===== src/sv/gnss_pps_time_discipline_top_defines.svh =====
// ----------------------------------------------------------------------------
// gnss_pps_time_discipline_top_defines
// assertion macros shared by the time discipline rtl
// ----------------------------------------------------------------------------
`ifndef GNSS_PPS_TIME_DISCIPLINE_TOP_DEFINES_SVH
`define GNSS_PPS_TIME_DISCIPLINE_TOP_DEFINES_SVH

// same-cycle implication, expects clk and rst_n in scope
`define GPTD_ASSERT_IMPL(label, ante, cons) \
  label: assert property (@(posedge clk) disable iff (!rst_n) (ante) |-> (cons)) \
    else $error("gptd assertion failed");

// next-cycle implication, expects clk and rst_n in scope
`define GPTD_ASSERT_NEXT(label, ante, cons) \
  label: assert property (@(posedge clk) disable iff (!rst_n) (ante) |=> (cons)) \
    else $error("gptd assertion failed");

`endif


===== src/sv/gptd_pkg.sv =====
// ----------------------------------------------------------------------------
// gptd_pkg
// types, constants and the date conversion micro-program
// ----------------------------------------------------------------------------
package gptd_pkg;

  localparam logic [31:0] TICK_MIN_MS    = 32'd30;
  localparam logic [31:0] SECOND_MS      = 32'd1000;
  localparam logic [31:0] FIX_MAX_AGE_MS = 32'd2500;
  localparam logic [31:0] FIX_MIN_GAP_MS = 32'd400;

  localparam logic [11:0] EPOCH_YEAR     = 12'd1970;
  localparam logic [11:0] TWO_DIGIT_MAX  = 12'd99;
  localparam logic [11:0] YEARS_TO_2000  = 12'd30;
  localparam logic [11:0] EPOCH_YEAR_M1  = 12'd1969;
  localparam logic [9:0]  LEAP_BIAS      = 10'd492;
  localparam logic [7:0]  OFF_PAST_2100  = 8'd131;
  localparam logic [7:0]  OFF_PAST_2200  = 8'd231;
  localparam logic [7:0]  OFF_YEAR_2100  = 8'd130;
  localparam logic [7:0]  OFF_YEAR_2200  = 8'd230;
  localparam logic [3:0]  MONTH_FEB      = 4'd2;
  localparam logic [3:0]  MONTH_DEC      = 4'd12;

  localparam logic       SYNC_ENABLE_RST = 1'b1;
  localparam logic [9:0] NMEA_OFFSET_RST = 10'd100;
  localparam logic [7:0] SLOT_ADJUST_RST = 8'd25;

  typedef enum logic [1:0] {
    CFG_SYNC_ENABLE = 2'd0,
    CFG_NMEA_OFFSET = 2'd1,
    CFG_SLOT_ADJUST = 2'd2
  } cfg_idx_t;

  typedef enum logic [1:0] {
    EV_NONE = 2'd0,
    EV_FREE = 2'd1,
    EV_SYNC = 2'd2
  } event_t;

  typedef enum logic [4:0] {
    ST_IDLE,
    ST_GAP,
    ST_GAP_CMP,
    ST_COMMIT,
    ST_PPS_CMP,
    ST_PPS_SHIFT,
    ST_CORR,
    ST_PPS_ADD,
    ST_NMEA,
    ST_AGE_CMP,
    ST_BASE_CMP,
    ST_EDGE_CMP,
    ST_GAP_SUM,
    ST_GAP_FIX,
    ST_FREE_SUM,
    ST_FREE_CMP,
    ST_FREE_INC,
    ST_LATE_SUM,
    ST_LATE_CMP,
    ST_LATE_ADD,
    ST_ROUND_SUM,
    ST_ROUND_CMP,
    ST_DATE,
    ST_OUT
  } state_t;

  typedef struct packed {
    logic [31:0] now_ms;
    logic [31:0] fix_age_ms;
    logic        fix_valid;
    logic [31:0] pps_mark_ms;
    logic [11:0] fix_year;
    logic [3:0]  fix_month;
    logic [4:0]  fix_day;
    logic [4:0]  fix_hour;
    logic [5:0]  fix_minute;
    logic [5:0]  fix_second;
  } item_t;

  typedef struct packed {
    logic [31:0] a;
    logic [31:0] b;
    logic [4:0]  shamt;
    logic        sub;
  } alu_req_t;

  typedef struct packed {
    logic [31:0] res;
    logic        carry;
  } alu_rsp_t;

  typedef struct packed {
    logic [7:0] off;
    logic [6:0] leaps;
    logic [8:0] mdays;
  } date_terms_t;

  typedef enum logic [3:0] {
    SRC_OFF,
    SRC_LEAPS,
    SRC_MDAYS,
    SRC_DAY,
    SRC_ONE,
    SRC_DAYS,
    SRC_HOUR,
    SRC_MINUTE,
    SRC_SECOND,
    SRC_ROUND
  } src_t;

  typedef struct packed {
    src_t       src;
    logic [4:0] shamt;
    logic       sub;
    logic       save;
  } uop_t;

  localparam logic [4:0] DATE_LAST = 5'd24;

  // days = off*365 + leaps + mdays + day - 1, then
  // days*86400 + hour*3600 + minute*60 + second + round, all by shift-add
  function automatic uop_t date_uop(input logic [4:0] idx);
    uop_t u;
    case (idx)
      5'd0:    u = '{SRC_OFF,    5'd8,  1'b0, 1'b0};
      5'd1:    u = '{SRC_OFF,    5'd6,  1'b0, 1'b0};
      5'd2:    u = '{SRC_OFF,    5'd5,  1'b0, 1'b0};
      5'd3:    u = '{SRC_OFF,    5'd3,  1'b0, 1'b0};
      5'd4:    u = '{SRC_OFF,    5'd2,  1'b0, 1'b0};
      5'd5:    u = '{SRC_OFF,    5'd0,  1'b0, 1'b0};
      5'd6:    u = '{SRC_LEAPS,  5'd0,  1'b0, 1'b0};
      5'd7:    u = '{SRC_MDAYS,  5'd0,  1'b0, 1'b0};
      5'd8:    u = '{SRC_DAY,    5'd0,  1'b0, 1'b0};
      5'd9:    u = '{SRC_ONE,    5'd0,  1'b1, 1'b1};
      5'd10:   u = '{SRC_DAYS,   5'd16, 1'b0, 1'b0};
      5'd11:   u = '{SRC_DAYS,   5'd14, 1'b0, 1'b0};
      5'd12:   u = '{SRC_DAYS,   5'd12, 1'b0, 1'b0};
      5'd13:   u = '{SRC_DAYS,   5'd8,  1'b0, 1'b0};
      5'd14:   u = '{SRC_DAYS,   5'd7,  1'b0, 1'b0};
      5'd15:   u = '{SRC_HOUR,   5'd11, 1'b0, 1'b0};
      5'd16:   u = '{SRC_HOUR,   5'd10, 1'b0, 1'b0};
      5'd17:   u = '{SRC_HOUR,   5'd9,  1'b0, 1'b0};
      5'd18:   u = '{SRC_HOUR,   5'd4,  1'b0, 1'b0};
      5'd19:   u = '{SRC_MINUTE, 5'd5,  1'b0, 1'b0};
      5'd20:   u = '{SRC_MINUTE, 5'd4,  1'b0, 1'b0};
      5'd21:   u = '{SRC_MINUTE, 5'd3,  1'b0, 1'b0};
      5'd22:   u = '{SRC_MINUTE, 5'd2,  1'b0, 1'b0};
      5'd23:   u = '{SRC_SECOND, 5'd0,  1'b0, 1'b0};
      5'd24:   u = '{SRC_ROUND,  5'd0,  1'b0, 1'b0};
      default: u = '{SRC_ROUND,  5'd0,  1'b0, 1'b0};
    endcase
    return u;
  endfunction

  // days in the months before month m of a common year
  function automatic logic [8:0] cum_days(input logic [3:0] m);
    logic [8:0] d;
    case (m)
      4'd2:    d = 9'd31;
      4'd3:    d = 9'd59;
      4'd4:    d = 9'd90;
      4'd5:    d = 9'd120;
      4'd6:    d = 9'd151;
      4'd7:    d = 9'd181;
      4'd8:    d = 9'd212;
      4'd9:    d = 9'd243;
      4'd10:   d = 9'd273;
      4'd11:   d = 9'd304;
      4'd12:   d = 9'd334;
      default: d = 9'd0;
    endcase
    return d;
  endfunction

endpackage


===== src/sv/gptd_in_if.sv =====
// ----------------------------------------------------------------------------
// gptd_in_if
// tick channel: counter value, fix age and flags, pps edge, fix date and time
// ----------------------------------------------------------------------------
interface gptd_in_if ();
  logic        valid;
  logic        ready;
  logic [31:0] now_ms;
  logic [31:0] fix_age_ms;
  logic        fix_valid;
  logic [31:0] pps_mark_ms;
  logic [11:0] fix_year;
  logic [3:0]  fix_month;
  logic [4:0]  fix_day;
  logic [4:0]  fix_hour;
  logic [5:0]  fix_minute;
  logic [5:0]  fix_second;

  modport source (
    output valid, now_ms, fix_age_ms, fix_valid, pps_mark_ms,
           fix_year, fix_month, fix_day, fix_hour, fix_minute, fix_second,
    input  ready
  );

  modport sink (
    input  valid, now_ms, fix_age_ms, fix_valid, pps_mark_ms,
           fix_year, fix_month, fix_day, fix_hour, fix_minute, fix_second,
    output ready
  );
endinterface


===== src/sv/gptd_out_if.sv =====
// ----------------------------------------------------------------------------
// gptd_out_if
// result channel: seconds count, second boundary reference, event code
// ----------------------------------------------------------------------------
interface gptd_out_if ();
  logic        valid;
  logic        ready;
  logic [31:0] unix_seconds;
  logic [31:0] reference_ms;
  logic [1:0]  event_res;

  modport source (
    output valid, unix_seconds, reference_ms, event_res,
    input  ready
  );

  modport sink (
    input  valid, unix_seconds, reference_ms, event_res,
    output ready
  );
endinterface


===== src/sv/gptd_alu.sv =====
// ----------------------------------------------------------------------------
// gptd_alu
// shared 32-bit add/subtract unit with operand shifter and carry out
// ----------------------------------------------------------------------------
module gptd_alu import gptd_pkg::*; (
  input  alu_req_t req_i,
  output alu_rsp_t rsp_o
);

  logic [31:0] b_shift;
  logic [31:0] b_eff;
  logic [32:0] sum;

  assign b_shift = req_i.b << req_i.shamt;
  assign b_eff   = req_i.sub ? ~b_shift : b_shift;
  // for a subtract, carry high means a >= b
  assign sum     = {1'b0, req_i.a} + {1'b0, b_eff} + {32'd0, req_i.sub};

  assign rsp_o.res   = sum[31:0];
  assign rsp_o.carry = sum[32];

endmodule


===== src/sv/gptd_date_terms.sv =====
// ----------------------------------------------------------------------------
// gptd_date_terms
// narrow calendar terms: year offset from epoch, leap days, days before month
// ----------------------------------------------------------------------------
module gptd_date_terms import gptd_pkg::*; (
  input  logic [11:0] year_i,
  input  logic [3:0]  month_i,
  output date_terms_t terms_o
);

  logic [11:0] yr_diff;
  logic [11:0] yr_short;
  logic [7:0]  off;
  logic [11:0] q_base;
  logic [9:0]  quarter;
  logic [9:0]  leap_cnt;
  logic        leap_year;
  logic [3:0]  month_c;

  assign yr_diff  = year_i - EPOCH_YEAR;
  assign yr_short = year_i + YEARS_TO_2000;
  assign off      = (year_i > TWO_DIGIT_MAX) ? yr_diff[7:0] : yr_short[7:0];

  // multiples of four in [1970, 1970+off), less the two skipped centuries
  assign q_base   = EPOCH_YEAR_M1 + {4'd0, off};
  assign quarter  = q_base[11:2];
  assign leap_cnt = quarter - LEAP_BIAS
                  - {9'd0, (off >= OFF_PAST_2100)}
                  - {9'd0, (off >= OFF_PAST_2200)};

  assign leap_year = (off[1:0] == 2'd2) && (off != OFF_YEAR_2100) && (off != OFF_YEAR_2200);
  assign month_c   = (month_i > MONTH_DEC) ? MONTH_DEC : month_i;

  assign terms_o.off   = off;
  assign terms_o.leaps = leap_cnt[6:0];
  assign terms_o.mdays = cum_days(month_c) + {8'd0, ((month_c > MONTH_FEB) && leap_year)};

endmodule


===== src/sv/gnss_pps_time_discipline_top.sv =====
// ----------------------------------------------------------------------------
// gnss_pps_time_discipline_top
// flow: a tick too soon or with sync off goes straight to the result; a
//   free-run tick adds the free-run steps, a resync also runs the date program
// the sequencer walks all arithmetic through the one shared adder, so a new tick
//   is taken only once the last result is registered for output; ready only while idle
// reset: rst_n synchronous active low, clears time state, loads register defaults
// ----------------------------------------------------------------------------
`include "gnss_pps_time_discipline_top_defines.svh"

module gnss_pps_time_discipline_top import gptd_pkg::*; (
  input  logic             clk,
  input  logic             rst_n,
  input  logic             cfg_we,
  input  logic [1:0]       cfg_index,
  input  logic [9:0]       cfg_wdata,
  gptd_in_if.sink          in_ch,
  gptd_out_if.source       out_ch
);

  state_t      state_r, state_nxt;
  item_t       item_r, item_nxt, in_item;

  logic        sync_en_r;
  logic [9:0]  nmea_ofs_r;
  logic [7:0]  slot_adj_r;

  logic [31:0] last_tick_r, last_tick_nxt;
  logic [31:0] last_fix_r, last_fix_nxt;
  logic [31:0] base_r, base_nxt;
  logic [31:0] ref_r, ref_nxt;
  logic [31:0] secs_r, secs_nxt;

  logic [31:0] tmp_r, tmp_nxt;
  logic [31:0] commit_r, commit_nxt;
  logic [31:0] pps_r, pps_nxt;
  logic [31:0] newtime_r, newtime_nxt;
  logic [31:0] corr_r, corr_nxt;
  logic [31:0] acc_r, acc_nxt;
  logic [31:0] days_r, days_nxt;
  logic        fix_ok_r, fix_ok_nxt;
  logic        round_r, round_nxt;
  event_t      event_r, event_nxt;
  logic [4:0]  step_r, step_nxt;

  logic        out_valid_r, out_valid_nxt;
  logic [31:0] out_secs_r, out_secs_nxt;
  logic [31:0] out_ref_r, out_ref_nxt;
  event_t      out_event_r, out_event_nxt;

  logic        in_ready;
  logic        in_fire;
  logic        out_free;

  alu_req_t    alu_req;
  alu_rsp_t    alu_rsp;
  date_terms_t terms;
  uop_t        uop;
  logic [31:0] date_opnd;

  gptd_alu u_alu (
    .req_i (alu_req),
    .rsp_o (alu_rsp)
  );

  gptd_date_terms u_date_terms (
    .year_i  (item_r.fix_year),
    .month_i (item_r.fix_month),
    .terms_o (terms)
  );

  assign in_ready    = (state_r == ST_IDLE);
  assign in_ch.ready = in_ready;
  assign in_fire     = in_ch.valid && in_ready;
  assign out_free    = !out_valid_r || out_ch.ready;

  assign out_ch.valid        = out_valid_r;
  assign out_ch.unix_seconds = out_secs_r;
  assign out_ch.reference_ms = out_ref_r;
  assign out_ch.event_res    = out_event_r;

  assign in_item.now_ms      = in_ch.now_ms;
  assign in_item.fix_age_ms  = in_ch.fix_age_ms;
  assign in_item.fix_valid   = in_ch.fix_valid;
  assign in_item.pps_mark_ms = in_ch.pps_mark_ms;
  assign in_item.fix_year    = in_ch.fix_year;
  assign in_item.fix_month   = in_ch.fix_month;
  assign in_item.fix_day     = in_ch.fix_day;
  assign in_item.fix_hour    = in_ch.fix_hour;
  assign in_item.fix_minute  = in_ch.fix_minute;
  assign in_item.fix_second  = in_ch.fix_second;

  assign uop = date_uop(step_r);

  always_comb begin
    case (uop.src)
      SRC_OFF:    date_opnd = {24'd0, terms.off};
      SRC_LEAPS:  date_opnd = {25'd0, terms.leaps};
      SRC_MDAYS:  date_opnd = {23'd0, terms.mdays};
      SRC_DAY:    date_opnd = {27'd0, item_r.fix_day};
      SRC_ONE:    date_opnd = 32'd1;
      SRC_DAYS:   date_opnd = days_r;
      SRC_HOUR:   date_opnd = {27'd0, item_r.fix_hour};
      SRC_MINUTE: date_opnd = {26'd0, item_r.fix_minute};
      SRC_SECOND: date_opnd = {26'd0, item_r.fix_second};
      SRC_ROUND:  date_opnd = {31'd0, round_r};
      default:    date_opnd = 32'd0;
    endcase
  end

  // configuration registers
  always_ff @(posedge clk) begin
    if (!rst_n) begin
      sync_en_r  <= SYNC_ENABLE_RST;
      nmea_ofs_r <= NMEA_OFFSET_RST;
      slot_adj_r <= SLOT_ADJUST_RST;
    end else if (cfg_we) begin
      case (cfg_idx_t'(cfg_index))
        CFG_SYNC_ENABLE: sync_en_r  <= cfg_wdata[0];
        CFG_NMEA_OFFSET: nmea_ofs_r <= cfg_wdata;
        CFG_SLOT_ADJUST: slot_adj_r <= cfg_wdata[7:0];
        default: begin
        end
      endcase
    end
  end

  // next state
  always_comb begin
    state_nxt = state_r;
    case (state_r)
      ST_IDLE:      if (in_fire) state_nxt = ST_GAP;
      ST_GAP:       state_nxt = ST_GAP_CMP;
      ST_GAP_CMP:   state_nxt = (alu_rsp.carry && sync_en_r) ? ST_COMMIT : ST_OUT;
      ST_COMMIT: begin
        if (!item_r.fix_valid) begin
          state_nxt = ST_FREE_SUM;
        end else if (item_r.pps_mark_ms != 32'd0) begin
          state_nxt = ST_PPS_CMP;
        end else begin
          state_nxt = ST_NMEA;
        end
      end
      ST_PPS_CMP:   state_nxt = alu_rsp.carry ? ST_PPS_ADD : ST_PPS_SHIFT;
      ST_PPS_SHIFT: state_nxt = ST_CORR;
      ST_CORR:      state_nxt = ST_PPS_ADD;
      ST_PPS_ADD:   state_nxt = ST_AGE_CMP;
      ST_NMEA:      state_nxt = ST_AGE_CMP;
      ST_AGE_CMP:   state_nxt = ST_BASE_CMP;
      ST_BASE_CMP:  state_nxt = ST_EDGE_CMP;
      ST_EDGE_CMP:  state_nxt = ST_GAP_SUM;
      ST_GAP_SUM:   state_nxt = ST_GAP_FIX;
      ST_GAP_FIX:   state_nxt = (fix_ok_r && !alu_rsp.carry) ? ST_LATE_SUM : ST_FREE_SUM;
      ST_FREE_SUM:  state_nxt = ST_FREE_CMP;
      ST_FREE_CMP:  state_nxt = ((ref_r != 32'd0) && alu_rsp.carry) ? ST_FREE_INC : ST_OUT;
      ST_FREE_INC:  state_nxt = ST_OUT;
      ST_LATE_SUM:  state_nxt = ST_LATE_CMP;
      ST_LATE_CMP:  state_nxt = ((pps_r != 32'd0) && !alu_rsp.carry) ? ST_LATE_ADD
                                                                   : ST_ROUND_SUM;
      ST_LATE_ADD:  state_nxt = ST_ROUND_SUM;
      ST_ROUND_SUM: state_nxt = ST_ROUND_CMP;
      ST_ROUND_CMP: state_nxt = ST_DATE;
      ST_DATE:      if (step_r == DATE_LAST) state_nxt = ST_OUT;
      ST_OUT:       if (out_free) state_nxt = ST_IDLE;
      default:      state_nxt = ST_IDLE;
    endcase
  end

  // datapath: operand selection for the shared adder and register updates
  always_comb begin
    alu_req       = '{a: 32'd0, b: 32'd0, shamt: 5'd0, sub: 1'b0};
    item_nxt      = item_r;
    last_tick_nxt = last_tick_r;
    last_fix_nxt  = last_fix_r;
    base_nxt      = base_r;
    ref_nxt       = ref_r;
    secs_nxt      = secs_r;
    tmp_nxt       = tmp_r;
    commit_nxt    = commit_r;
    pps_nxt       = pps_r;
    newtime_nxt   = newtime_r;
    corr_nxt      = corr_r;
    acc_nxt       = acc_r;
    days_nxt      = days_r;
    fix_ok_nxt    = fix_ok_r;
    round_nxt     = round_r;
    event_nxt     = event_r;
    step_nxt      = step_r;
    out_secs_nxt  = out_secs_r;
    out_ref_nxt   = out_ref_r;
    out_event_nxt = out_event_r;
    out_valid_nxt = out_ch.ready ? 1'b0 : out_valid_r;

    case (state_r)
      ST_IDLE: begin
        if (in_fire) begin
          item_nxt  = in_item;
          event_nxt = EV_NONE;
        end
      end
      ST_GAP: begin
        alu_req = '{a: item_r.now_ms, b: last_tick_r, shamt: 5'd0, sub: 1'b1};
        tmp_nxt = alu_rsp.res;
      end
      ST_GAP_CMP: begin
        alu_req = '{a: tmp_r, b: TICK_MIN_MS, shamt: 5'd0, sub: 1'b1};
        if (alu_rsp.carry) last_tick_nxt = item_r.now_ms;
      end
      ST_COMMIT: begin
        alu_req    = '{a: item_r.now_ms, b: item_r.fix_age_ms, shamt: 5'd0, sub: 1'b1};
        commit_nxt = alu_rsp.res;
      end
      ST_PPS_CMP: begin
        alu_req  = '{a: commit_r, b: item_r.pps_mark_ms, shamt: 5'd0, sub: 1'b1};
        corr_nxt = alu_rsp.res;
        pps_nxt  = item_r.pps_mark_ms;
      end
      ST_PPS_SHIFT: begin
        // commit before the edge: the edge belongs to the previous second
        alu_req = '{a: pps_r, b: SECOND_MS, shamt: 5'd0, sub: 1'b1};
        pps_nxt = alu_rsp.res;
      end
      ST_CORR: begin
        alu_req  = '{a: commit_r, b: pps_r, shamt: 5'd0, sub: 1'b1};
        corr_nxt = alu_rsp.res;
      end
      ST_PPS_ADD: begin
        alu_req     = '{a: pps_r, b: {24'd0, slot_adj_r}, shamt: 5'd0, sub: 1'b0};
        newtime_nxt = alu_rsp.res;
      end
      ST_NMEA: begin
        alu_req     = '{a: commit_r, b: {22'd0, nmea_ofs_r}, shamt: 5'd0, sub: 1'b1};
        newtime_nxt = alu_rsp.res;
        corr_nxt    = {22'd0, nmea_ofs_r};
        pps_nxt     = 32'd0;
      end
      ST_AGE_CMP: begin
        alu_req    = '{a: item_r.fix_age_ms, b: FIX_MAX_AGE_MS, shamt: 5'd0, sub: 1'b1};
        fix_ok_nxt = !alu_rsp.carry;
      end
      ST_BASE_CMP: begin
        alu_req    = '{a: base_r, b: newtime_r, shamt: 5'd0, sub: 1'b1};
        fix_ok_nxt = fix_ok_r && !alu_rsp.carry;
      end
      ST_EDGE_CMP: begin
        alu_req    = '{a: pps_r, b: commit_r, shamt: 5'd0, sub: 1'b1};
        fix_ok_nxt = fix_ok_r && ((pps_r == 32'd0) || !alu_rsp.carry);
      end
      ST_GAP_SUM: begin
        alu_req = '{a: last_fix_r, b: FIX_MIN_GAP_MS, shamt: 5'd0, sub: 1'b0};
        tmp_nxt = alu_rsp.res;
      end
      ST_GAP_FIX: begin
        alu_req = '{a: tmp_r, b: commit_r, shamt: 5'd0, sub: 1'b1};
        if (fix_ok_r && !alu_rsp.carry) last_fix_nxt = commit_r;
      end
      ST_FREE_SUM: begin
        alu_req = '{a: ref_r, b: SECOND_MS, shamt: 5'd0, sub: 1'b0};
        tmp_nxt = alu_rsp.res;
      end
      ST_FREE_CMP: begin
        alu_req = '{a: item_r.now_ms, b: tmp_r, shamt: 5'd0, sub: 1'b1};
        if ((ref_r != 32'd0) && alu_rsp.carry) ref_nxt = tmp_r;
      end
      ST_FREE_INC: begin
        alu_req   = '{a: secs_r, b: 32'd1, shamt: 5'd0, sub: 1'b0};
        secs_nxt  = alu_rsp.res;
        event_nxt = EV_FREE;
      end
      ST_LATE_SUM: begin
        alu_req = '{a: pps_r, b: SECOND_MS, shamt: 5'd0, sub: 1'b0};
        tmp_nxt = alu_rsp.res;
      end
      ST_LATE_CMP: begin
        alu_req = '{a: tmp_r, b: item_r.now_ms, shamt: 5'd0, sub: 1'b1};
      end
      ST_LATE_ADD: begin
        alu_req     = '{a: newtime_r, b: SECOND_MS, shamt: 5'd0, sub: 1'b0};
        newtime_nxt = alu_rsp.res;
      end
      ST_ROUND_SUM: begin
        alu_req  = '{a: item_r.fix_age_ms, b: corr_r, shamt: 5'd0, sub: 1'b0};
        tmp_nxt  = alu_rsp.res;
        ref_nxt  = newtime_r;
        base_nxt = newtime_r;
      end
      ST_ROUND_CMP: begin
        alu_req   = '{a: tmp_r, b: SECOND_MS, shamt: 5'd0, sub: 1'b1};
        round_nxt = alu_rsp.carry;
        acc_nxt   = 32'd0;
        step_nxt  = 5'd0;
      end
      ST_DATE: begin
        alu_req = '{a: acc_r, b: date_opnd, shamt: uop.shamt, sub: uop.sub};
        if (uop.save) begin
          days_nxt = alu_rsp.res;
          acc_nxt  = 32'd0;
        end else begin
          acc_nxt = alu_rsp.res;
        end
        if (step_r == DATE_LAST) begin
          secs_nxt  = alu_rsp.res;
          event_nxt = EV_SYNC;
        end else begin
          step_nxt = step_r + 5'd1;
        end
      end
      ST_OUT: begin
        if (out_free) begin
          out_valid_nxt = 1'b1;
          out_secs_nxt  = secs_r;
          out_ref_nxt   = ref_r;
          out_event_nxt = event_r;
        end
      end
      default: begin
      end
    endcase
  end

  always_ff @(posedge clk) begin
    if (!rst_n) begin
      state_r     <= ST_IDLE;
      out_valid_r <= 1'b0;
      last_tick_r <= 32'd0;
      last_fix_r  <= 32'd0;
      base_r      <= 32'd0;
      ref_r       <= 32'd0;
      secs_r      <= 32'd0;
    end else begin
      state_r     <= state_nxt;
      out_valid_r <= out_valid_nxt;
      last_tick_r <= last_tick_nxt;
      last_fix_r  <= last_fix_nxt;
      base_r      <= base_nxt;
      ref_r       <= ref_nxt;
      secs_r      <= secs_nxt;
    end
  end

  always_ff @(posedge clk) begin
    item_r      <= item_nxt;
    tmp_r       <= tmp_nxt;
    commit_r    <= commit_nxt;
    pps_r       <= pps_nxt;
    newtime_r   <= newtime_nxt;
    corr_r      <= corr_nxt;
    acc_r       <= acc_nxt;
    days_r      <= days_nxt;
    fix_ok_r    <= fix_ok_nxt;
    round_r     <= round_nxt;
    event_r     <= event_nxt;
    step_r      <= step_nxt;
    out_secs_r  <= out_secs_nxt;
    out_ref_r   <= out_ref_nxt;
    out_event_r <= out_event_nxt;
  end

  `GPTD_ASSERT_NEXT(a_busy_after_beat, in_fire, !in_ready)
  `GPTD_ASSERT_IMPL(a_step_in_program, state_r == ST_DATE, step_r <= DATE_LAST)
  `GPTD_ASSERT_IMPL(a_result_from_out, $rose(out_valid_r), $past(state_r) == ST_OUT)
  `GPTD_ASSERT_IMPL(a_tick_time_update, !$stable(last_tick_r), $past(state_r) == ST_GAP_CMP)

endmodule


===== src/flat_wrapper.sv =====
// flat-port wrapper written by rule: the top's interface ports become plain ports
module gnss_pps_time_discipline_top_flat import gptd_pkg::*;
  (clk, rst_n, cfg_we, cfg_index, cfg_wdata, in_ch_valid, in_ch_now_ms, in_ch_fix_age_ms, in_ch_fix_valid, in_ch_pps_mark_ms, in_ch_fix_year, in_ch_fix_month, in_ch_fix_day, in_ch_fix_hour, in_ch_fix_minute, in_ch_fix_second, in_ch_ready, out_ch_valid, out_ch_unix_seconds, out_ch_reference_ms, out_ch_event_res, out_ch_ready);
  gptd_in_if in_ch_i ();
  gptd_out_if out_ch_i ();
  input  logic clk;
  input  logic rst_n;
  input  logic cfg_we;
  input  logic [1:0] cfg_index;
  input  logic [9:0] cfg_wdata;
  input wire logic [$bits(in_ch_i.valid)-1:0] in_ch_valid;
  input wire logic [$bits(in_ch_i.now_ms)-1:0] in_ch_now_ms;
  input wire logic [$bits(in_ch_i.fix_age_ms)-1:0] in_ch_fix_age_ms;
  input wire logic [$bits(in_ch_i.fix_valid)-1:0] in_ch_fix_valid;
  input wire logic [$bits(in_ch_i.pps_mark_ms)-1:0] in_ch_pps_mark_ms;
  input wire logic [$bits(in_ch_i.fix_year)-1:0] in_ch_fix_year;
  input wire logic [$bits(in_ch_i.fix_month)-1:0] in_ch_fix_month;
  input wire logic [$bits(in_ch_i.fix_day)-1:0] in_ch_fix_day;
  input wire logic [$bits(in_ch_i.fix_hour)-1:0] in_ch_fix_hour;
  input wire logic [$bits(in_ch_i.fix_minute)-1:0] in_ch_fix_minute;
  input wire logic [$bits(in_ch_i.fix_second)-1:0] in_ch_fix_second;
  output wire logic [$bits(in_ch_i.ready)-1:0] in_ch_ready;
  output wire logic [$bits(out_ch_i.valid)-1:0] out_ch_valid;
  output wire logic [$bits(out_ch_i.unix_seconds)-1:0] out_ch_unix_seconds;
  output wire logic [$bits(out_ch_i.reference_ms)-1:0] out_ch_reference_ms;
  output wire logic [$bits(out_ch_i.event_res)-1:0] out_ch_event_res;
  input wire logic [$bits(out_ch_i.ready)-1:0] out_ch_ready;
  assign in_ch_i.valid = in_ch_valid;
  assign in_ch_i.now_ms = in_ch_now_ms;
  assign in_ch_i.fix_age_ms = in_ch_fix_age_ms;
  assign in_ch_i.fix_valid = in_ch_fix_valid;
  assign in_ch_i.pps_mark_ms = in_ch_pps_mark_ms;
  assign in_ch_i.fix_year = in_ch_fix_year;
  assign in_ch_i.fix_month = in_ch_fix_month;
  assign in_ch_i.fix_day = in_ch_fix_day;
  assign in_ch_i.fix_hour = in_ch_fix_hour;
  assign in_ch_i.fix_minute = in_ch_fix_minute;
  assign in_ch_i.fix_second = in_ch_fix_second;
  assign in_ch_ready = in_ch_i.ready;
  assign out_ch_valid = out_ch_i.valid;
  assign out_ch_unix_seconds = out_ch_i.unix_seconds;
  assign out_ch_reference_ms = out_ch_i.reference_ms;
  assign out_ch_event_res = out_ch_i.event_res;
  assign out_ch_i.ready = out_ch_ready;
  gnss_pps_time_discipline_top u_core (.clk(clk), .rst_n(rst_n), .cfg_we(cfg_we), .cfg_index(cfg_index), .cfg_wdata(cfg_wdata), .in_ch(in_ch_i), .out_ch(out_ch_i));
endmodule

===== config.mk =====
export PLATFORM = sky130hd
export DESIGN_NAME = gnss_pps_time_discipline_top_flat
export DESIGN_NICKNAME = d
export VERILOG_FILES = /design/src/sv/gptd_pkg.sv /design/src/sv/gptd_in_if.sv /design/src/sv/gptd_out_if.sv /design/src/sv/gptd_alu.sv /design/src/sv/gptd_date_terms.sv /design/src/sv/gnss_pps_time_discipline_top.sv /design/src/flat_wrapper.sv
export VERILOG_INCLUDE_DIRS = /design/src /design/src/sv
export SDC_FILE = /design/constraint.sdc
export NUM_CORES = 1
export LEC_CHECK = 0
export ABC_AREA = 1
export BUFFER_PORTS_ARGS = -buffer_cell sky130_fd_sc_hd__buf_4
export CORE_UTILIZATION = 25
export CTS_BUF_LIST = sky130_fd_sc_hd__clkbuf_16
export CTS_CLUSTER_SIZE = 14
export DETAILED_ROUTE_END_ITERATION = 8
export PLACE_DENSITY = 0.48
export SKIP_CTS_REPAIR_TIMING = 1
export SLEW_MARGIN = 15
export SYNTH_ARGS = -nofsm -noshare
export SYNTH_HDL_FRONTEND = slang
export SYNTH_SLANG_ARGS = --single-unit

===== constraint.sdc =====
create_clock -name clk -period 13.7 [get_ports clk]
set_input_delay 1.37 -clock clk [delete_from_list [all_inputs] [get_ports clk]]
set_output_delay 1.37 -clock clk [all_outputs]
set_load 0.05 [all_outputs]

Word-level counts from Yosys, hierarchy flattened

Memories as Yosys holds them, arrays and structs flattened. A register that Yosys moved wholly into a read port is not among the register bits.
Cells that the tools add are included.

Input port bits: 152
Memory bits (writable): 0
Bits in latches: 0
Memories kept: 2
Memory bits (read-only): 496
Bits in registers: 619
Logic and storage cells: 174

Equal/unequal tests: 43
$mul: 0
Muxes and demuxes: 34
Bitwise gates (word level): 1
Shift-type cells: 1
Add/subtract/negate cells: 10
Divide/modulo/power cells: 0
$lt $le $gt $ge: 5
Reductions and logical operators: 44

Memories:

| name             | depth | width | read ports | clocked after Yosys merged registers in | write ports | line            | source |
|---|---|---|---|---|---|---|---|
| (name not given) | 32    | 11    | 1          | 1                                       | 0           | gptd_pkg.sv:124 | `case (idx)` |
| (name not given) | 16    | 9     | 1          | 0                                       | 0           | gptd_pkg.sv:158 | `case (m)` |

Operators by type and width:

| kind                                                                              | number |
|---|---|
| 70-bit case mux with 22 select lines                                              | 1 |
| 32-bit case mux with 10 select lines                                              | 1 |
| 32-bit case mux with 2 select lines                                               | 4 |
| 32-bit 2-to-1 mux                                                                 | 4 |
| 5-bit case mux with 23 select lines                                               | 1 |
| 32-bit case mux with 3 select lines                                               | 1 |
| 32-bit nonzero test                                                               | 3 |
| 5-bit == test (second input constant)                                             | 9 |
| 5-bit by 4-bit == test with 1-bit output (second input constant)                  | 8 |
| 5-bit 2-to-1 mux                                                                  | 8 |
| 32-bit by 32-bit adder with 33-bit output                                         | 1 |
| 33-bit by 1-bit adder with 33-bit output                                          | 1 |
| 32-bit zero test                                                                  | 1 |
| 32-bit inverter                                                                   | 1 |
| 32-bit by 5-bit left shift with 32-bit output                                     | 1 |
| 2-bit AND reduction                                                               | 11 |
| 5-bit by 3-bit == test with 1-bit output (second input constant)                  | 4 |
| 4-bit by 3-bit == test with 1-bit output (second input constant)                  | 4 |
| 8-bit greater-or-equal comparator (second input constant)                         | 2 |
| 8-bit inequality test (second input constant)                                     | 2 |
| 7-bit by 1-bit subtractor with 7-bit output                                       | 2 |
| 12-bit by 7-bit greater-than comparator with 1-bit output (second input constant) | 1 |
| 5-bit by 2-bit == test with 1-bit output (second input constant)                  | 2 |
| 5-bit case mux with 2 select lines                                                | 1 |
| other kinds (35)                                                                  | 64 |

Depth between registers and ports, before layout

Depth in word-level cells: 18
Gate-level depth with buffers: 56
Mapped depth without buffers: 55

Modules after synthesis

From an unflattened synthesis, not the netlist that was laid out.

Cell total of the unflattened synthesis: 3,700
Area total of the unflattened synthesis: 32,318.5 um2

Modules (own cells, without submodules):

| module                       | cells an instance | area an instance (um2) | instances |
|---|---|---|---|
| gnss_pps_time_discipline_top | 2,780             | 27,422.6               | 1 |
| gptd_alu                     | 707               | 3,744.8                | 1 |
| gptd_date_terms              | 213               | 1,151.1                | 1 |

Worst setup path after synthesis

Ideal clock, no wire load.

Path kind: reg2reg
Start point: register u_core.state_r[0]
End point: register u_core.item_r[0] in the netlist's numbering, enable pin
Required time: 13.068 ns
Period minus slack after synthesis: 7.773 ns
Library setup time: 0.632 ns
Setup slack: 5.927 ns
Arrival time: 7.141 ns
Cell stages (with the launch flop): 6
Path through: dfxtp_1 nor2_2 nand2_1 nor2_1 inv_1 nor2_1

Longest elaborated chain between the ends: 3

RTL lines:

| element                         | line                                | source |
|---|---|---|
| start: declaration              | gnss_pps_time_discipline_top.sv:21  | `state_t state_r, state_nxt;` |
| start signal: assignment        | gnss_pps_time_discipline_top.sv:331 | `state_r <= state_nxt;` |
| 5-bit zero test *               | gnss_pps_time_discipline_top.sv:72  | `assign in_ready = (state_r == ST_IDLE);` |
| via in_ch_ready                 | flat_wrapper.sv:22                  | `output wire logic [$bits(in_ch_i.ready)-1:0] in_ch_ready;` |
| 1-bit logical AND               | gnss_pps_time_discipline_top.sv:74  | `assign in_fire = in_ch.valid && in_ready;` |
| 2-bit AND reduction (no line) * | -                                   |  |
| end signal: assignment          | gnss_pps_time_discipline_top.sv:342 | `item_r <= item_nxt;` |
| end: declaration                | gnss_pps_time_discipline_top.sv:22  | `item_t item_r, item_nxt, in_item;` |

Mark *: on every way through the listed nets, which the timed path passes. The rest lies on a longest branch.
A chain may end at the register's enable or synchronous reset.

Final worst setup path

Start point: register u_core.item_r[29] in the netlist's numbering
End point: register u_core.last_fix_r[17]

Longest elaborated chain between the ends: 17

RTL lines:

| element                                                                           | line                                | source |
|---|---|---|
| 12-bit by 7-bit greater-than comparator with 1-bit output (tied with other cells) | gptd_date_terms.sv:22               | `assign off = (year_i > TWO_DIGIT_MAX) ? yr_diff[7:0] : yr_short[7:0];` |
| 8-bit 2-to-1 mux *                                                                | gptd_date_terms.sv:22               |  |
| branches (longest 5 deep; another with 9-bit by 8-bit adder with 9-bit output)    | -                                   |  |
| 32-bit case mux with 10 select lines *                                            | gnss_pps_time_discipline_top.sv:96  | `case (uop.src)` |
| 70-bit case mux with 22 select lines *                                            | gnss_pps_time_discipline_top.sv:194 | `case (state_r)` |
| 32-bit by 5-bit left shift with 32-bit output *                                   | gptd_alu.sv:14                      | `assign b_shift = req_i.b << req_i.shamt;` |
| 32-bit inverter                                                                   | gptd_alu.sv:15                      | `assign b_eff = req_i.sub ? ~b_shift : b_shift;` |
| 32-bit 2-to-1 mux *                                                               | gptd_alu.sv:15                      |  |
| 32-bit by 32-bit adder with 33-bit output *                                       | gptd_alu.sv:17                      | `assign sum = {1'b0, req_i.a} + {1'b0, b_eff} + {32'd0, req_i.sub};` |
| 33-bit by 1-bit adder with 33-bit output *                                        | gptd_alu.sv:17                      |  |
| 1-bit zero test *                                                                 | gnss_pps_time_discipline_top.sv:255 | `if (fix_ok_r && !alu_rsp.carry) last_fix_nxt = commit_r;` |
| 1-bit logical AND *                                                               | gnss_pps_time_discipline_top.sv:255 |  |
| 2-bit AND reduction (no line) *                                                   | -                                   |  |
| end signal: assignment                                                            | gnss_pps_time_discipline_top.sv:334 | `last_fix_r <= last_fix_nxt;` |
| end: declaration                                                                  | gnss_pps_time_discipline_top.sv:29  | `logic [31:0] last_fix_r, last_fix_nxt;` |

Mark *: on every way between the ends.

==> reports/metrics.yaml <==
run_status:
  status: "finished clean"
route:
  via_per_inst: 5.32
  drc_errors: 0
  routed_wirelength_um: 152000
  wl_met1_um: 65100
  first_iter_violations: 4266
  wl_met3_um: 17800
  ant_nets: 0
  via_count: 29700
  top_layer: "met5"
  dr.pass1.iters: 6
  routedWlPerCell_um: 27.2
  dr_wl_met2_um: 62400
cts:
  htree_levels: 3
  cts_max_path_buffers: 3
  clkLatencyLatePin_ns: 0.68
  cts.sink_count: 629
  clkTransAtPathRegs_ns: 0.06
  cts_inserted_buffers: 77
  cts_root_buf: "clkbuf_16"
  cts_tree: "built"
timing:
  worst_hold_slack_ns: 0.423
  hold_violations: 0
  setup_viol: 0
  slew_violations: 0
  period_minus_slack_ns: 8.61
  fin_skew_ns: 0.0379
  grt_setup_unrepaired: "false"
  final.setup.tns_ns: 0
  timing.fmax_mhz: 116
  worstMarginPinSlew_ns: 1.27
  relSlewSlack: 0.148
  layout_setup_ws_ns: 5.09
  finalCritPeriodShare: 0.628
die:
  die_y_um: 359
  die_w_um: 359
  ios: 220
  row_count: 130
  dieArea_sq_um: 129000
  start_util: 0.252
  core_sq_um: 126000
logic_synthesis:
  synthesis.nets: 3865
  synth.area.top_cells: "edfxtp_1 (41%), dfxtp_1 (12%), nand2_1 (9.9%)"
  async_flop_share: 0
  syn_area_per_cell_sq_um: 8.70
  yosysSeqAreaShare: 0.533
  synth_common_cells: "nand2_1 (834), edfxtp_1 (434), inv_1 (382)"
  yosysTopAreaCell: "edfxtp_1"
  yosys_warnings: 0
  synth_cells: 3654
  ys_ff_latch: 629
  synth.distinct_cells: 61
  netlist.area_leader.share: 0.410
  synth-main-ff-cell: "edfxtp_1"
  syn_area_sq_um: 31800
  synth_edf_count: 434
  yosysMostFrequentCell: "nand2_1"
global_routing:
  grt_max_degree: 70
  overflow: 0
  antenna_found_initial: 9
  grt_pass1_vias: 27100
  grt_usage: 0.230
  grt_pass1_wl_um: 210000
layout:
  stdcell_count: 5576
  num-nets-final: 4067
  drive_gt1_frac: 0.120
  area_delta_synth_final_pct: 19.1
run:
  drv_cap: 0
hold_path:
  min_path_cells: 0
  holdCritPathClass: "flip-flop to flip-flop"
critical_path:
  arrival_ns: 9.14
  worst_setup_path_end_kind: "flip-flop"
  crit_path_max_incr_delay_ns: 0.85
  worst_setup_path_start_kind: "flip-flop"
  critical_path.top_delay_family: "simple AND/OR/NAND/NOR gates"
  path_buf_inv: 7
  required_ns: 14.24
  path_max_fanout: 48
  r2r_cells: 50
  critical_path_class: "flip-flop to flip-flop"
  slowest_stage: "clkinv_1"
  cp.depth: 50
  critPathMostFrequentCell: "nand2_1"
power:
  powerDensity_nw_per_um2: 256
  p_int_mw: 4.96
  peakVddDrop_uv: 153
  p_leak_nw: 15.4
  power.switching_mw: 4.72
  power_switching_share: 0.487
  combPwrFrac: 0.457
  clkPwrFrac: 0.205
  seqPwrFrac: 0.338
placed_design:
  gp_congestion: 0.994
  pre_cts_ws_ns: 5.24
  hpwl_um: 112000
  portBuffers: 219
  placed_cells: 5427
[metal layers]
layer | up-vias | global-route usage
met5 | - | 0
met4 | 10 | 0.0928
met3 | 288 | 0.0547
met2 | 1879 | 0.331
met1 | 14300 | 0.327
li1 | 13200 | -
[registers in the layout, summed over array words and instances, names as in the netlist, 32 cells and up]
name                        cells
u_core.item_r                 135
u_core.acc_r                   32
u_core.base_r                  32
u_core.commit_r                32
u_core.corr_r                  32
u_core.days_r                  32
u_core.last_fix_r              32
u_core.last_tick_r             32
u_core.newtime_r               32
u_core.out_ch.reference_ms     32
u_core.out_ch.unix_seconds     32
u_core.pps_r                   32
u_core.ref_r                   32
u_core.secs_r                  32
u_core.tmp_r                   32
[power by group through the flow]
| stage | clock (mW) | sequential [mW] | combinational (mW) |
|---|---|---|---|
| final | 1.99 | 3.27 | 4.43 |
| after global routing | 2.10 | 3.28 | 4.63 |
| after CTS | 2.03 | 3.24 | 4.22 |
| after detailed placement | 0 | 3.28 | 4.20 |
| after global placement | 0 | 3.28 | 4.22 |
| after floorplan | 0 | 3.09 | 2.31 |
[cell type report]
type / instances / area, sq um
clock inverter: 66 / 455
clock buffer: 78 / 1950
timing repair buffer: 290 / 2180
inverter: 410 / 1540
sequential: 629 / 16900
antenna: 5 / 12.5
tap: 1650 / 2060
multi-input combinational: 2448 / 12700
fill: 13400 / 88000
[worst reg2reg max path: cells and delay by family (launching register included)]
family,cells,cell delay (ns)
simple gates,25,2.86
compound gates,12,1.94
buf+inv,7,1.72
fa+ha+maj,6,1.56
flops,1,0.40
[stage by stage]
stage	utilization	power [mW]	area [sq um]
5_1_grt	0.301	10.0	37800
2_1_floorplan	-	5.41	31800
3_5_place_dp	0.282	7.48	35400
6_report	0.301	9.69	37900
3_3_place_gp	0.282	7.50	35400
4_1_cts	0.301	9.50	37800
[kinds of logic after synthesis]
group | after synthesis | synth area share
compound gates | 808 | 0.158
xor+xnor | 36 | 0.0106
fa+ha+maj | 59 | 0.0237
buf+inv | 577 | 0.0689
flops | 629 | 0.533
mux | 3 | 0.000945
simple gates | 1542 | 0.205
[final timing paths]
kind,from,end,slack [ns]
min,u_core.event_r[1],u_core.out_ch.event_res[1],0.42
min reg2reg,u_core.event_r[1],u_core.out_ch.event_res[1],0.42
max reg2reg,u_core.item_r[29],u_core.last_fix_r[17],5.09
max,u_core.item_r[29],u_core.last_fix_r[17],5.09
[layout by cell type, fill, tap and decap left out, types with 7 or more instances in the layout]
cell,synthesis,routed
nand2_1,834,831
edfxtp_1,434,434
inv_1,382,397
buf_4,0,290
nor2_1,292,284
nand3_1,258,257
o21ai_0,255,255
dfxtp_1,195,195
a21oi_1,174,174
clkbuf_16,0,78
a221oi_1,77,77
o22ai_1,74,74
nand4_1,63,63
ha_1,57,57
a31oi_1,42,42
o211ai_1,37,37
xor2_1,28,28
nor4_1,28,28
o2111ai_1,28,28
clkinv_1,8,24
nor3_1,24,24
inv_2,20,22
a211oi_1,21,21
a22oi_1,19,19
nand2_2,13,16
o21ai_1,15,15
clkinv_2,0,15
nor2_4,6,12
a22o_1,11,11
o221ai_1,10,10
a2111oi_0,9,9
nor2_2,5,7
o21bai_1,7,7
Note: power is estimated with default switching activity, not from simulation.
